[src/design/scdm_pkg.sv]
// ----------------------------------------------------------------------------
// scdm_pkg
// Types, widths and helpers shared by the stereo compensation delay blocks.
// ----------------------------------------------------------------------------
package scdm_pkg;

  localparam int SAMPLE_W    = 24;
  localparam int GAIN_W      = 16;
  localparam int DELAY_W     = 14;
  localparam int CFG_DATA_W  = 16;

  // Ring store depth; must be a power of two (read address and delay wrap by mask).
  localparam int STORE_DEPTH = 16384;
  localparam int ADDR_W      = $clog2(STORE_DEPTH);

  // Q1.15 gain arithmetic
  localparam int SHIFT  = 15;
  localparam int PROD_W = GAIN_W + 1 + SAMPLE_W;
  localparam int ACC_W  = PROD_W + 1;
  localparam logic signed [ACC_W-1:0] ROUND = ACC_W'(2 ** (SHIFT - 1));

  localparam logic [SAMPLE_W-1:0] SAMPLE_MAX = {1'b0, {(SAMPLE_W - 1){1'b1}}};
  localparam logic [SAMPLE_W-1:0] SAMPLE_MIN = {1'b1, {(SAMPLE_W - 1){1'b0}}};

  typedef logic signed [SAMPLE_W-1:0] sample_t;

  typedef struct packed {
    sample_t sample_a;
    sample_t sample_b;
  } in_item_t;

  typedef struct packed {
    sample_t mixed_a;
    sample_t mixed_b;
  } out_item_t;

  // per-item lane control, carried alongside stage one
  typedef struct packed {
    logic fwd;  // read address equals write address: take the incoming sample
    logic hit;  // read entry has been written since reset
  } lane_ctl_t;

  typedef enum logic [1:0] {
    REG_DELAY,
    REG_DRY,
    REG_WET,
    REG_BYPASS
  } cfg_reg_t;

  // floor shift by SHIFT then clamp to the sample range
  function automatic sample_t sat_sample(input logic signed [ACC_W-1:0] acc);
    logic [ACC_W-SHIFT-1:0] sh;
    logic [ACC_W-SHIFT-SAMPLE_W:0] top;
    sh  = acc[ACC_W-1:SHIFT];
    top = sh[ACC_W-SHIFT-1:SAMPLE_W-1];
    if ((&top) || !(|top)) begin
      sat_sample = sh[SAMPLE_W-1:0];
    end else if (top[ACC_W-SHIFT-SAMPLE_W]) begin
      sat_sample = SAMPLE_MIN;
    end else begin
      sat_sample = SAMPLE_MAX;
    end
  endfunction

endpackage

[src/design/scdm_merge.sv]
// ----------------------------------------------------------------------------
// scdm_merge
// Output register: joins both lanes into one result, bypass select.
// ----------------------------------------------------------------------------
module scdm_merge
  import scdm_pkg::*;
(
  input  logic      clk,
  input  logic      rst,
  input  logic      en3,
  input  logic      v2,
  input  logic      byp2,
  input  sample_t   mix_a,
  input  sample_t   x_a,
  input  sample_t   mix_b,
  input  sample_t   x_b,
  output logic      out_valid,
  output out_item_t out_data
);

  always_ff @(posedge clk) begin
    if (rst) begin
      out_valid <= 1'b0;
    end else if (en3) begin
      out_valid <= v2;
    end
    if (en3) begin
      out_data.mixed_a <= byp2 ? x_a : mix_a;
      out_data.mixed_b <= byp2 ? x_b : mix_b;
    end
  end

endmodule

[config.mk]
export PLATFORM = sky130hd
export DESIGN_NAME = scdm_merge
export DESIGN_NICKNAME = d
export VERILOG_FILES = /design/src/design/scdm_pkg.sv /design/src/design/scdm_merge.sv
export SDC_FILE = /design/constraint.sdc
export NUM_CORES = 1
export LEC_CHECK = 0
export BUFFER_PORTS_ARGS = -buffer_cell sky130_fd_sc_hd__buf_4
export CORE_MARGIN = 2
export CORE_UTILIZATION = 44
export CTS_CLUSTER_DIAMETER = 80
export CTS_CLUSTER_SIZE = 40
export DETAILED_ROUTE_END_ITERATION = 8
export PLACE_DENSITY = 0.85
export SLEW_MARGIN = 0
export SYNTH_ARGS = -nofsm -noshare
export SYNTH_HDL_FRONTEND = slang
export SYNTH_SLANG_ARGS = --single-unit
export TNS_END_PERCENT = 5
[constraint.sdc]
create_clock -name clk -period 2 [get_ports clk]
set_input_delay 0.3 -clock clk [delete_from_list [all_inputs] [get_ports clk]]
set_output_delay 0.3 -clock clk [all_outputs]
set_load 0.01 [all_outputs]
==> reports/results.tsv <==
metric	value	unit
run status	finished, final reports clean	
post-layout power	2310	uW
total power density per cell area	678	mW/mm2
Final HPWL DP	4070	um
clock buffer count from CTS	5	
setup tns final	0	ns
number of distinct standard cells referenced by the synthesized netlist	8	
nets@finish	358	
Arr. time, crit path	0.85	ns
transition at the pin with the smallest max-transition slack	0.620	ns
area leader, netlist	edfxtp_1	
flops & latches, synth	49	
setup repair after global routing missed its margin	no	
worst hold path type	input pin to register	
path type of the worst setup path	register to primary output	
cell with the most instances after synthesis	edfxtp_1	
Max Cap Viol	0	
number of flops mapped to enable cells by yosys	48	
via count of the first global-routing pass	1631	
GRT met2 Usage	0.343	
first drt pass iteration count	4	
first-pass GRT wire length	7490	um
number of setup buffers added after CTS	0	
TritonCTS clock tree	done	
crit share post-route	0.576	
commonest cells in the synthesized netlist	edfxtp_1 (48), mux2_2 (28), mux2_4 (20), buf_6 (3), buf_2 (2)	
Post-Synthesis Net Count	205	
total die area	0.00542	mm2
area share of the leading cell type in the synthesized netlist	0.675	
DRC violation count after routing	0	
Area contributors post-synth	edfxtp_1 (68%), mux2_2 (15%), mux2_4 (14%), buf_6 (1.6%), dfxtp_1 (0.94%)	
Final Max Tran Viols	0	
CTS clk-pin slew, worst paths	0.09	ns
final estimated routing congestion in global placement	0.727	
filler-free cell count of the finished design	312	
total clock sinks	49	
placement row count	25	
antenna-violating nets left	0	
CP Max Fanout	1	
Floorplan Core Area	0.00469	mm2
I/O pin total	150	
worst relative slew slack	0.587	
Die X	73.7	um
global router's overall resource usage	0.191	
input/output buffers	149	
endpoint required time on the critical path	1.70	ns
library cell used as clock root buffer	clkbuf_8	
combined area of all synthesized cells	0.00213	mm2
share of post-route cells with drive strength above 1	0.795	
later-pin clock latency in the skew report	0.29	ns
final setup skew	0	ns
Post-Synthesis Cells	104	
total detailed-routing wirelength	5180	um
sequential-to-total area share from yosys stat	0.685	
count of antenna diodes in the layout	0	
total of endpoints with negative setup slack in the final report	0	
deepest level of the CTS H-tree	2	
leakage power of the design	0.00153	uW
Max VDD drop	493	uV
met1 global-route usage	0.188	
async set or reset register ratio after synthesis	0	
largest net degree at the start of global routing	50	
number of cells upsized or downsized after cts	0	
category of the worst setup path launch point	register	
mean routed wirelength per cell	16.6	um
Max stage delay cell, worst path	edfxtp_1	
largest stage delay on the critical path	0.40	ns
Starting DRT DRC Count	68	
Top FF cell, synth	edfxtp_1	
Chip Height	73.7	um
number of instances in the placed design	304	
min cycle time layout	1.15	ns
cell type group with the largest total delay on the critical path	flip-flops	
average vias per placed instance	4.75	
worst-path cell chain	buf_4	
mean instance size in the synthesized netlist	20.5	um2
maximum root-to-sink buffer count	2	
count of yosys warnings during synthesis	0	
Post-CTS Hold Fix Bufs	0	
initial core utilization	0.455	
met3 Resource Use GR	0.0864	
Most Used Layer, Global Route	met2	
area grow syn2layout	59.3	%
highest clock frequency the design can meet	868	MHz
tightest hold margin	0.155	ns
overall overflow remaining after global route	0	
critical path capture point type	primary output	
antenna violations before repair	0	
routed via count	1483	
Final Hold Fails	0	
number of buffer and inverter stages on the critical path	1	
[metrics by stage]
stage               worst slack, ns  area [um2]  utilization
floorplan                     0.862        2130            -
global placement              0.602        3320        0.707
detailed placement            0.575        3320        0.707
CTS                           0.832        3400        0.725
global route                  0.800        3400        0.725
finish                        0.847        3400        0.725
[path summary, 6_finish.rpt]
check                           cells after the start   startpoint  slack (ns)     endpoint
worst max-delay path                                1  out_data[7]        0.85  out_data[7]
worst min-delay path                                2          rst        0.16    out_valid
worst max register to register                      2    out_valid        1.39    out_valid
worst min register to register                      2    out_valid        0.55    out_valid
[power breakdown]
part	internal [uW]	switching, uW	leakage, uW	total, uW
combinational	321	172	0.00102	493
clock	248	303	0.0000385	551
sequential	1240	25.9	0.000478	1260
[flip-flops by register name, indices dropped and copies added (netlist names)]
register	count
out_data	48
out_valid	1
[cell families (layout without fill, tap and decap cells)]
logic type | after synthesis | count (layout) | share of synthesized area
mux | 49 | 49 | 0.293
flops | 49 | 49 | 0.685
buf+inv | 5 | 159 | 0.0205
simple gates | 1 | 1 | 0.00176
[placed cells by master, fill, tap and decap left out]
cell type / instances
clkinvlp_4: 1
clkbuf_1: 2
buf_12: 2
buf_4: 149
clkbuf_8: 5
mux2_2: 28
dfxtp_1: 1
edfxtp_1: 48
nor2_1: 1
mux2_4: 20
mux2i_1: 1
[area by class of cell]
class	instances	area, um2
Sequential cell	49	1460
Fill cell	307	1290
Timing Repair Buffer	151	1160
Multi-Input combinational cell	50	629
Clock buffer	7	76.3
Tap cell	54	67.6
Clock inverter	1	7.51
[per-layer routing]
metal	vias up	share of wire
li1	712	-
met4	0	0.021
met5	-	0
met3	8	0.10
met1	679	0.33
met2	84	0.54
(Power assumes the default switching activity.)
